===== src/hw/rtl/mqttfh_pkg.sv =====
// ----------------------------------------------------------------------------
// mqttfh_pkg
// Shared types and constants for the MQTT fixed header deframer.
// ----------------------------------------------------------------------------
package mqttfh_pkg;

  // deframer phase
  typedef enum logic [1:0] {
    PhHunt = 2'd0,
    PhLen1 = 2'd1,
    PhLen2 = 2'd2,
    PhBody = 2'd3
  } phase_e;

  // per-byte classification
  typedef enum logic [1:0] {
    StatusDiscard = 2'd0,
    StatusPacket  = 2'd1,
    StatusReject  = 2'd2
  } status_e;

  // accepted header bytes
  localparam logic [7:0] TypeMask     = 8'hf0;
  localparam logic [7:0] TypePublish  = 8'h30;
  localparam logic [7:0] TypeConnack  = 8'h20;
  localparam logic [7:0] TypePuback   = 8'h40;
  localparam logic [7:0] TypeSuback   = 8'h90;
  localparam logic [7:0] TypePingresp = 8'hd0;

  // remaining length encoding
  localparam logic [7:0] LenValueMask = 8'h7f;
  localparam logic [7:0] LenContBit   = 8'h80;

  // fixed header sizes for one and two length bytes
  localparam logic [1:0] HdrLenShort = 2'd2;
  localparam logic [1:0] HdrLenLong  = 2'd3;

  localparam logic [7:0] MaxPacketLenReset = 8'd128;

  typedef struct packed {
    phase_e     phase;
    logic [6:0] len_low;
    logic [7:0] bytes_left;
    logic [7:0] total_len;
  } state_t;

  typedef struct packed {
    logic [7:0] data;
    status_e    status;
    logic       first;
    logic       last;
    logic [7:0] total;
  } result_t;

endpackage


===== src/hw/rtl/mqtt_fixed_header_deframer.sv =====
// The result is registered and appears in the cycle after the byte transfer while
// the output is not stalled. One byte per cycle while in_stall_o is low; the phase
// update is a combinational path from the state registers through the decoder
// back into them. A skid register behind the result register takes one more
// byte while the output stalls. Reset (async, active low) returns to hunting,
// empties both output slots and sets max_packet_len to 128.
// ----------------------------------------------------------------------------
// mqtt_fixed_header_deframer
// Hunts for MQTT fixed headers, decodes the remaining length and tags each
// byte of a packet with first/last markers and the total length.
// ----------------------------------------------------------------------------
module mqtt_fixed_header_deframer
  import mqttfh_pkg::*;
(
  input  logic       clk_i,
  input  logic       rst_ni,
  // configuration write
  input  logic       cfg_valid_i,
  output logic       cfg_ready_o,
  input  logic [7:0] cfg_data_i,
  // byte input
  input  logic       in_valid_i,
  output logic       in_stall_o,
  input  logic [7:0] rx_byte_i,
  // result output
  output logic       out_valid_o,
  input  logic       out_stall_i,
  output logic [7:0] byte_out_o,
  output logic [1:0] status_o,
  output logic       packet_first_o,
  output logic       packet_last_o,
  output logic [7:0] packet_total_o
);

  logic [7:0] max_len_q;
  state_t     state_q, state_d;
  result_t    result_d;
  result_t    out_q, skid_q;
  logic       out_valid_q, skid_valid_q;
  logic       in_fire, out_fire;

  assign cfg_ready_o = 1'b1;
  assign in_stall_o  = skid_valid_q;
  assign in_fire     = in_valid_i && !skid_valid_q;
  assign out_fire    = out_valid_q && !out_stall_i;

  // configuration register
  always_ff @(posedge clk_i or negedge rst_ni) begin
    if (!rst_ni) begin
      max_len_q <= MaxPacketLenReset;
    end else if (cfg_valid_i && cfg_ready_o) begin
      max_len_q <= cfg_data_i;
    end
  end

  mqttfh_decoder u_decoder (
    .state_i   (state_q),
    .rx_byte_i (rx_byte_i),
    .max_len_i (max_len_q),
    .state_o   (state_d),
    .result_o  (result_d)
  );

  // deframer state
  always_ff @(posedge clk_i or negedge rst_ni) begin
    if (!rst_ni) begin
      state_q <= '{phase: PhHunt, len_low: 7'd0, bytes_left: 8'd0, total_len: 8'd0};
    end else if (in_fire) begin
      state_q <= state_d;
    end
  end

  // output slot and skid slot occupancy
  always_ff @(posedge clk_i or negedge rst_ni) begin
    if (!rst_ni) begin
      out_valid_q  <= 1'b0;
      skid_valid_q <= 1'b0;
    end else begin
      if (skid_valid_q) begin
        if (out_fire) begin
          skid_valid_q <= 1'b0;
        end
      end else if (in_fire) begin
        if (!out_valid_q || out_fire) begin
          out_valid_q <= 1'b1;
        end else begin
          skid_valid_q <= 1'b1;
        end
      end else if (out_fire) begin
        out_valid_q <= 1'b0;
      end
    end
  end

  // result payload
  always_ff @(posedge clk_i) begin
    if (skid_valid_q) begin
      if (out_fire) begin
        out_q <= skid_q;
      end
    end else if (in_fire) begin
      if (!out_valid_q || out_fire) begin
        out_q <= result_d;
      end else begin
        skid_q <= result_d;
      end
    end
  end

  assign out_valid_o    = out_valid_q;
  assign byte_out_o     = out_q.data;
  assign status_o       = out_q.status;
  assign packet_first_o = out_q.first;
  assign packet_last_o  = out_q.last;
  assign packet_total_o = out_q.total;

  // skid slot only fills behind a held result
  assert property (@(posedge clk_i) disable iff (!rst_ni)
    skid_valid_q |-> out_valid_q)
    else $error("skid slot full while output slot empty");

  // a body phase always has bytes to go
  assert property (@(posedge clk_i) disable iff (!rst_ni)
    (state_q.phase == PhBody) |-> (state_q.bytes_left != 8'd0))
    else $error("body phase with no bytes left");

  // last marker only on packet bytes
  assert property (@(posedge clk_i) disable iff (!rst_ni)
    (out_valid_q && out_q.last) |-> (out_q.status == StatusPacket))
    else $error("last marker on non-packet byte");

  // header byte carries no length yet
  assert property (@(posedge clk_i) disable iff (!rst_ni)
    (out_valid_q && out_q.first) |-> (out_q.total == 8'd0 && !out_q.last))
    else $error("header byte with length or last marker");

endmodule


===== src/hw/rtl/mqttfh_decoder.sv =====
// ----------------------------------------------------------------------------
// mqttfh_decoder
// Next-state and result logic for one received byte.
// ----------------------------------------------------------------------------
module mqttfh_decoder
  import mqttfh_pkg::*;
(
  input  state_t     state_i,
  input  logic [7:0] rx_byte_i,
  input  logic [7:0] max_len_i,
  output state_t     state_o,
  output result_t    result_o
);

  logic       is_header;
  logic [1:0] hdr_len;
  logic [7:0] remaining;
  logic [8:0] len_sum;
  logic       too_long;
  logic [7:0] left_dec;

  // header type match
  assign is_header = ((rx_byte_i & TypeMask) == TypePublish) ||
                     (rx_byte_i == TypeConnack) || (rx_byte_i == TypePuback) ||
                     (rx_byte_i == TypeSuback) || (rx_byte_i == TypePingresp);

  // decoded length for the final length byte
  always_comb begin
    if (state_i.phase == PhLen2) begin
      hdr_len   = HdrLenLong;
      remaining = {rx_byte_i[0], state_i.len_low};
    end else begin
      hdr_len   = HdrLenShort;
      remaining = {1'b0, rx_byte_i[6:0]};
    end
  end

  assign len_sum  = {1'b0, remaining} + {7'd0, hdr_len};
  assign too_long = len_sum > {1'b0, max_len_i};
  assign left_dec = state_i.bytes_left - 8'd1;

  // phase update and byte classification
  always_comb begin
    state_o         = state_i;
    result_o.data   = rx_byte_i;
    result_o.status = StatusDiscard;
    result_o.first  = 1'b0;
    result_o.last   = 1'b0;
    result_o.total  = 8'd0;

    unique case (state_i.phase) inside
      PhHunt: begin
        if (is_header) begin
          result_o.status    = StatusPacket;
          result_o.first     = 1'b1;
          state_o.total_len  = 8'd0;
          state_o.bytes_left = 8'd0;
          state_o.phase      = PhLen1;
        end
      end
      PhLen1, PhLen2: begin
        if ((state_i.phase == PhLen1) && ((rx_byte_i & LenContBit) != 8'd0)) begin
          // two-byte length, keep low bits
          state_o.len_low = 7'(rx_byte_i & LenValueMask);
          result_o.status = StatusPacket;
          state_o.phase   = PhLen2;
        end else if (((state_i.phase == PhLen2) && (rx_byte_i[7:1] != 7'd0))
                     || too_long) begin
          // bad second length byte or packet too large
          result_o.status    = StatusReject;
          state_o.phase      = PhHunt;
          state_o.bytes_left = 8'd0;
          state_o.total_len  = 8'd0;
        end else begin
          state_o.total_len = len_sum[7:0];
          result_o.total    = len_sum[7:0];
          result_o.status   = StatusPacket;
          if (remaining == 8'd0) begin
            result_o.last      = 1'b1;
            state_o.bytes_left = 8'd0;
            state_o.phase      = PhHunt;
          end else begin
            state_o.bytes_left = remaining;
            state_o.phase      = PhBody;
          end
        end
      end
      PhBody: begin
        result_o.status    = StatusPacket;
        result_o.total     = state_i.total_len;
        state_o.bytes_left = left_dec;
        if (left_dec == 8'd0) begin
          result_o.last = 1'b1;
          state_o.phase = PhHunt;
        end
      end
      default: begin
        state_o = state_i;
      end
    endcase
  end

endmodule


===== config.mk =====
export PLATFORM = sky130hd
export DESIGN_NAME = mqtt_fixed_header_deframer
export DESIGN_NICKNAME = d
export VERILOG_FILES = /design/src/hw/rtl/mqttfh_pkg.sv /design/src/hw/rtl/mqtt_fixed_header_deframer.sv /design/src/hw/rtl/mqttfh_decoder.sv
export SDC_FILE = /design/constraint.sdc
export NUM_CORES = 1
export LEC_CHECK = 0
export BUFFER_PORTS_ARGS = -buffer_cell sky130_fd_sc_hd__buf_2
export CAP_MARGIN = 15
export CORE_MARGIN = 10
export CORE_UTILIZATION = 51
export DETAILED_ROUTE_END_ITERATION = 10
export GPL_ROUTABILITY_DRIVEN = 0
export PLACE_DENSITY_LB_ADDON = 0.3
export SLEW_MARGIN = 20
export SYNTH_ARGS = -nofsm -noshare
export SYNTH_HDL_FRONTEND = slang
export SYNTH_SLANG_ARGS = --single-unit

===== constraint.sdc =====
create_clock -name clk_i -period 6.11 [get_ports clk_i]
set_input_delay 0.3055 -clock clk_i [delete_from_list [all_inputs] [get_ports clk_i]]
set_output_delay 0.3055 -clock clk_i [all_outputs]
set_load 0.005 [all_outputs]

Yosys cells after proc, flatten, opt, wreduce, memory -nomap -nowiden

Index checks and enable logic that the tools add are counted.

Register bits after elaboration: 75
Input port bits: 21
Output and inout port bits: 23
Logic and storage cells: 100

$add $sub $neg: 2
Order comparisons: 1
Equality and inequality tests: 13
Muxes and demuxes: 35
Bitwise operators: 2
Reductions and logical operators: 30

Operators with widths:

| kind                  | count |
|---|---|
| $mux W20              | 4 |
| $mux W16              | 3 |
| $pmux W8 S3           | 1 |
| $mux W9               | 2 |
| $pmux W9 S2           | 1 |
| $eq A8 B8 Y1 const B  | 2 |
| $logic_not A8 Y1      | 2 |
| $mux W2               | 8 |
| $mux W8               | 2 |
| $pmux W8 S2           | 1 |
| $pmux W2 S3           | 2 |
| $reduce_and A3 Y1     | 4 |
| $reduce_and A4 Y1     | 3 |
| $mux W1               | 11 |
| $add A8 B2 Y9         | 1 |
| $gt A9 B8 Y1          | 1 |
| $eq A8 B6 Y1 const B  | 1 |
| $eq A8 B7 Y1 const B  | 1 |
| $reduce_bool A2 Y1    | 4 |
| $sub A8 B1 Y8 const B | 1 |
| $reduce_bool A7 Y1    | 1 |
| $logic_or A1 B1 Y1    | 6 |
| $ne A2 B1 Y1 const B  | 3 |
| $eq A2 B2 Y1 const B  | 2 |
| 9 further kinds       | 16 |

Depth between registers and ports, before layout

Word-level depth: 11
Depth in mapped cells: 16

Cells and area by module

From an unflattened synthesis, not the netlist that was laid out.

Cells, all modules: 404
Area, all modules: 4495.6 µm²

Modules (own cells, without submodules):

| module                     | times used | cells an instance | area an instance (µm²) |
|---|---|---|---|
| mqtt_fixed_header_deframer | 1          | 147               | 2885.3 |
| mqttfh_decoder             | 1          | 257               | 1610.3 |

Worst setup path after synthesis

Ideal clock, no wire load.

Path type: register to register
Start point: reg state_q[23] (netlist bit)
End point: reg out_q, in the netlist status_o[0], data pin
Arrival time: 3.111 ns
Data required time: 5.950 ns
Path slack: 2.838 ns
Cell stages (with the launch flop): 16
Clock period less this slack: 3.272 ns
Cells stage by stage: dfrtp_1 -> inv_1 -> ha_1 -> buf_6 -> mux2i_2 -> a211oi_2 -> a21oi_1 -> nor2_1 -> inv_1 -> ha_1 -> nand3_1 -> or3_1 -> o211ai_1 -> buf_2 -> nand3_1 -> a41oi_1

Longest elaborated chain between the ends: 11
Elaborated cells on any way between the ends: 18
Classes of those cells: 1 x add/sub; 1 x order compare; 3 x eq/ne; 8 x mux; 5 x reduce/logical

Ends and longest elaborated chain:

| item                                      | line                                       | RTL |
|---|---|---|
| start: declaration                        | mqtt_fixed_header_deframer.sv:36           | `state_t state_q, state_d;` |
| start signal: assignment                  | mqtt_fixed_header_deframer.sv:67           | `state_q <= '{phase: PhHunt, len_low: 7'd0, bytes_left: 8'd0, total_len: 8'd0};` |
| start signal: assignment                  | mqtt_fixed_header_deframer.sv:69           | `state_q <= state_d;` |
| $eq A2 B2 Y1                              | mqttfh_decoder.sv:29, mqttfh_decoder.sv:67 |  |
| $mux W8 / $mux W1 (equally long branches) | mqttfh_decoder.sv:29                       | `if (state_i.phase == PhLen2) begin` |
| $add A8 B2 Y9                             | mqttfh_decoder.sv:38                       | `assign len_sum = {1'b0, remaining} + {7'd0, hdr_len};` |
| $gt A9 B8 Y1                              | mqttfh_decoder.sv:39                       | `assign too_long = len_sum > {1'b0, max_len_i};` |
| $logic_or A1 B1 Y1                        | mqttfh_decoder.sv:68                       | `\|\| too_long) begin` |
| $mux W2                                   | mqttfh_decoder.sv:67                       | `end else if (((state_i.phase == PhLen2) && (rx_byte_i[7:1] != 7'd0))` |
| $mux W2                                   | mqttfh_decoder.sv:62                       | `if ((state_i.phase == PhLen1) && ((rx_byte_i & LenContBit) != 8'd0)) begin` |
| $pmux W2 S3 (*)                           | mqttfh_decoder.sv:51                       | `unique case (state_i.phase) inside` |
| $mux W20 (*)                              | mqtt_fixed_header_deframer.sv:102          | `if (!out_valid_q \|\| out_fire) begin` |
| $mux W20 (*)                              | mqtt_fixed_header_deframer.sv:101          | `end else if (in_fire) begin` |
| $mux W20 (*)                              | mqtt_fixed_header_deframer.sv:97           | `if (skid_valid_q) begin` |
| end signal: assignment                    | mqtt_fixed_header_deframer.sv:99           | `out_q <= skid_q;` |
| end signal: assignment                    | mqtt_fixed_header_deframer.sv:103          | `out_q <= result_d;` |
| end: declaration                          | mqtt_fixed_header_deframer.sv:38           | `result_t out_q, skid_q;` |

Every way passes the cells marked *; elsewhere a longest branch is shown, timed or not. The select of a mux whose other input is x is not followed.
A chain may end at the register's enable or synchronous reset.

Worst setup path after layout

Start point: reg state_q[23] (netlist bit)
End point: reg state_q[11] (netlist bit)

Longest elaborated chain between the ends: 8
Elaborated cells on any way between the ends: 21
Classes of those cells: 1 x add/sub; 1 x order compare; 5 x eq/ne; 6 x mux; 8 x reduce/logical

Ends and longest elaborated chain:

| item                                      | line |
|---|---|
| $eq A2 B2 Y1                              | mqttfh_decoder.sv:29, mqttfh_decoder.sv:67 |
| $mux W8 / $mux W1 (equally long branches) | mqttfh_decoder.sv:29 |
| $add A8 B2 Y9                             | mqttfh_decoder.sv:38 |
| $gt A9 B8 Y1                              | mqttfh_decoder.sv:39 |
| $logic_or A1 B1 Y1                        | mqttfh_decoder.sv:68 |
| $mux W16                                  | mqttfh_decoder.sv:67 |
| $mux W16                                  | mqttfh_decoder.sv:62 |
| $pmux W8 S3                               | mqttfh_decoder.sv:51 |

Parallel ways exist; a longest one is shown, timed or not. The select of a mux whose other input is x is not followed.

==> impl_metrics.py <==
metrics = {
    "run_status": {
        "outcome": "finished clean",
    },
    "timing": {
        "timing.final.ws_setup_ns": 2.04,
        "min_period_over_period": 0.667,
        "setup_viol": 0,
        "slew_headroom": 0.306,
        "worst_pin_slew_ns": 1.04,
        "finalWorstPathRequiredPeriod_ns": 4.07,
        "report.final.slew_viol_count": 0,
        "max_freq_ghz": 0.246,
        "setup-tns-final_ns": 0,
        "finClkSkew_ns": 0.0101,
        "hold_viol": 0,
        "grt_setup_unrepaired": "no",
    },
    "setup_path": {
        "r2r-start": "state_q[23]",
        "cp.arrival_ns": 4.33,
        "worstPathMaxFanout": 18,
        "startpoint_type": "flop",
        "cp.required_ns": 6.36,
        "critPathKind": "reg2reg",
        "crit_path_end": "state_q[11]",
        "rr_endpoint": "state_q[11]",
        "crit_start": "state_q[23]",
        "cp-end-kind": "flop",
        "worstRegToRegCells": 14,
        "r2r_slack_ns": 2.04,
    },
    "hold_path": {
        "hold_class": "in2async",
    },
    "synthesis": {
        "synth.avg_cell_area_um2": 11.4,
        "ys_ff_latch": 75,
        "postSynth.asyncResetShare": 0.467,
        "synth_top_area_share": 0.306,
        "syn_area_um2": 3930,
        "synth_cell_types": 59,
        "synthCells": 346,
        "synth_top_area_cell": "edfxtp_1",
        "ys.flop_type": "edfxtp_1",
        "ys_seq_area_frac": 0.529,
        "synthTopCellsByArea": "edfxtp_1 (31%), dfrtp_1 (22%), mux2_2 (4.6%)",
        "syn_nets": 381,
        "synth-edff-count": 40,
        "synth_warnings": 0,
    },
    "detailed_routing": {
        "drcViolationCount": 0,
        "num_vias": 2828,
        "dr.pass1.iters": 4,
        "viasPerCell": 5.77,
        "routed_wl_um": 8440,
        "ant_nets": 0,
        "routedWlPerCell_um": 17.2,
        "drtIter0Drc": 202,
    },
    "floorplanning": {
        "core_area_um2": 7370,
        "io_pins": 44,
        "die_w_um": 108,
        "start_util": 0.533,
        "die_y_um": 108,
        "dieArea_um2": 11600,
        "num_rows": 31,
    },
    "placed_design": {
        "dpl.cell_count": 474,
        "io_buffers": 42,
        "dp_slack_ns": 2.14,
        "dpl.hpwl_um": 6120,
    },
    "clocking": {
        "clk_pin_slew_worst_paths_ns": 0.08,
        "worstSkewPairLatency_ns": 0.35,
        "post_cts_resized": 0,
        "postCtsSetupRepairBufs": 0,
        "htree_levels": 3,
        "cts_made_buffers": 9,
        "clock_path_buffers": 2,
        "cts_sinks": 75,
        "cts_tree": "yes",
        "holdBufCountCts": 0,
        "root_buffer": "clkbuf_8",
    },
    "grt": {
        "track_usage": 0.150,
        "grt-ovfl-total": 0,
        "antenna_found_initial": 0,
        "grt_pass1_vias": 2778,
        "grt_pass1_wl_um": 14000,
        "grt_max_degree": 36,
    },
    "pwr": {
        "power_leakage_nw": 1.81,
        "ir_drop_mv": 0.173,
        "powerDensity_nw_per_um2": 490,
    },
    "final_layout": {
        "areaGrowthSynthToFinish_pct": 11.9,
        "diodes": 0,
        "fill_cells": 627,
        "drive_gt1_frac": 0.238,
        "final_cells": 490,
        "num-nets-final": 421,
    },
    "run": {
        "drv_cap": 0,
    },
}
==> cells in the final DEF, fill, tap and decap left out, types with 8 or more instances in the layout <==
cell / n
buf_2: 42
edfxtp_1: 40
nand2_1: 39
dfrtp_1: 34
inv_1: 28
nor2_1: 23
mux2_2: 16
o21ai_0: 15
ha_1: 14
a21oi_1: 12
o21ai_1: 9
clkbuf_8: 9
a32oi_1: 8
o2bb2ai_1: 8
==> cell families (layout without fill, tap and decap cells) <==
kind of cell	Yosys count	in the layout	share of synthesized area
adder cells (fa/ha/maj)	14	14	0.0446
other	1	1	0.000954
multiplexers	24	24	0.0704
AND/OR/NAND/NOR	93	93	0.119
buffers and inverters	42	87	0.0509
AO/OA/AOI/OAI	89	89	0.167
XOR/XNOR	8	8	0.0178
flip-flops	75	75	0.529
==> worst max-delay path: stages (launching register included) <==
cell	delay [ns]
dfrtp_1	0.41
inv_1	0.11
ha_1	0.59
o211ai_1	0.32
a211oi_2	0.47
a21oi_1	0.15
nor2_1	0.22
inv_1	0.07
ha_1	0.30
nand3_1	0.10
or3_1	0.31
o211ai_1	0.09
buf_4	0.27
nand4_1	0.28
o221ai_1	0.27
==> routing by layer <==
layer | part of all wire | global-route usage | vias up
met5 | 0 | 0 | -
met4 | 0.012 | 0.0496 | 0
met3 | 0.077 | 0.0407 | 8
met2 | 0.48 | 0.229 | 84
met1 | 0.43 | 0.201 | 1376
li1 | - | - | 1360
==> how the worst min path moves through the flow <==
| stage | end | cells after the start | slack [ns] | startpoint |
|---|---|---|---|---|
| floorplan | in_stall_o | 0 | 0.01 | rst_ni |
| global placement | max_len_q[0] | 1 | 0.43 | rst_ni |
| detailed placement | max_len_q[1] | 1 | 0.45 | rst_ni |
| CTS | max_len_q[4] | 1 | 0.07 | rst_ni |
| global route | max_len_q[0] | 1 | 0.10 | rst_ni |
| finish | max_len_q[0] | 1 | 0.05 | rst_ni |
==> report_power, final <==
group          internal (W)  leakage (nW)  switching, W
Sequential         0.000741         0.819      0.000119
Clock              0.000229         0.103      0.000179
Combinational      0.000352         0.887      0.000537
==> metrics by stage <==
| stage | instance area [um^2] | utilization | power (W) | hold slack, ns |
|---|---|---|---|---|
| floorplan | 3930 | - | 0.00152 | 0.00991 |
| global placement | 4180 | 0.567 | 0.00173 | 0.435 |
| detailed placement | 4180 | 0.567 | 0.00176 | 0.450 |
| CTS | 4390 | 0.596 | 0.00217 | 0.0689 |
| global route | 4400 | 0.597 | 0.00232 | 0.105 |
| finish | 4400 | 0.597 | 0.00216 | 0.0504 |
==> registers in the layout, indices dropped and copies added (netlist names) <==
signal,flops
packet_first_o,1
packet_total_o,8
skid_q,20
state_q,25
status_o,2
max_len_q,8
out_valid_o,1
packet_last_o,1
in_stall_o,1
byte_out_o,8
==> layout make-up <==
| type | instances | area (um^2) | share of cell area |
|---|---|---|---|
| Timing Repair Buffer | 43 | 218 | 0.0495 |
| Sequential cell | 75 | 2080 | 0.473 |
| Tap cell | 99 | 124 | 0.0282 |
| Inverter | 28 | 105 | 0.0239 |
| Clock buffer | 11 | 131 | 0.0299 |
| Clock inverter | 5 | 77.6 | 0.0176 |
| Multi-Input combinational cell | 229 | 1660 | 0.378 |
==> synth_stat cells (8+ instances only) <==
master and n:
a21oi_1 13, a32oi_1 8, dfrtp_1 34, edfxtp_1 40
ha_1 14, inv_1 28, mux2_2 16, nand2_1 39
nor2_1 23, o21ai_0 15, o21ai_1 9, o2bb2ai_1 8
Power figures use the tool's default switching activity.
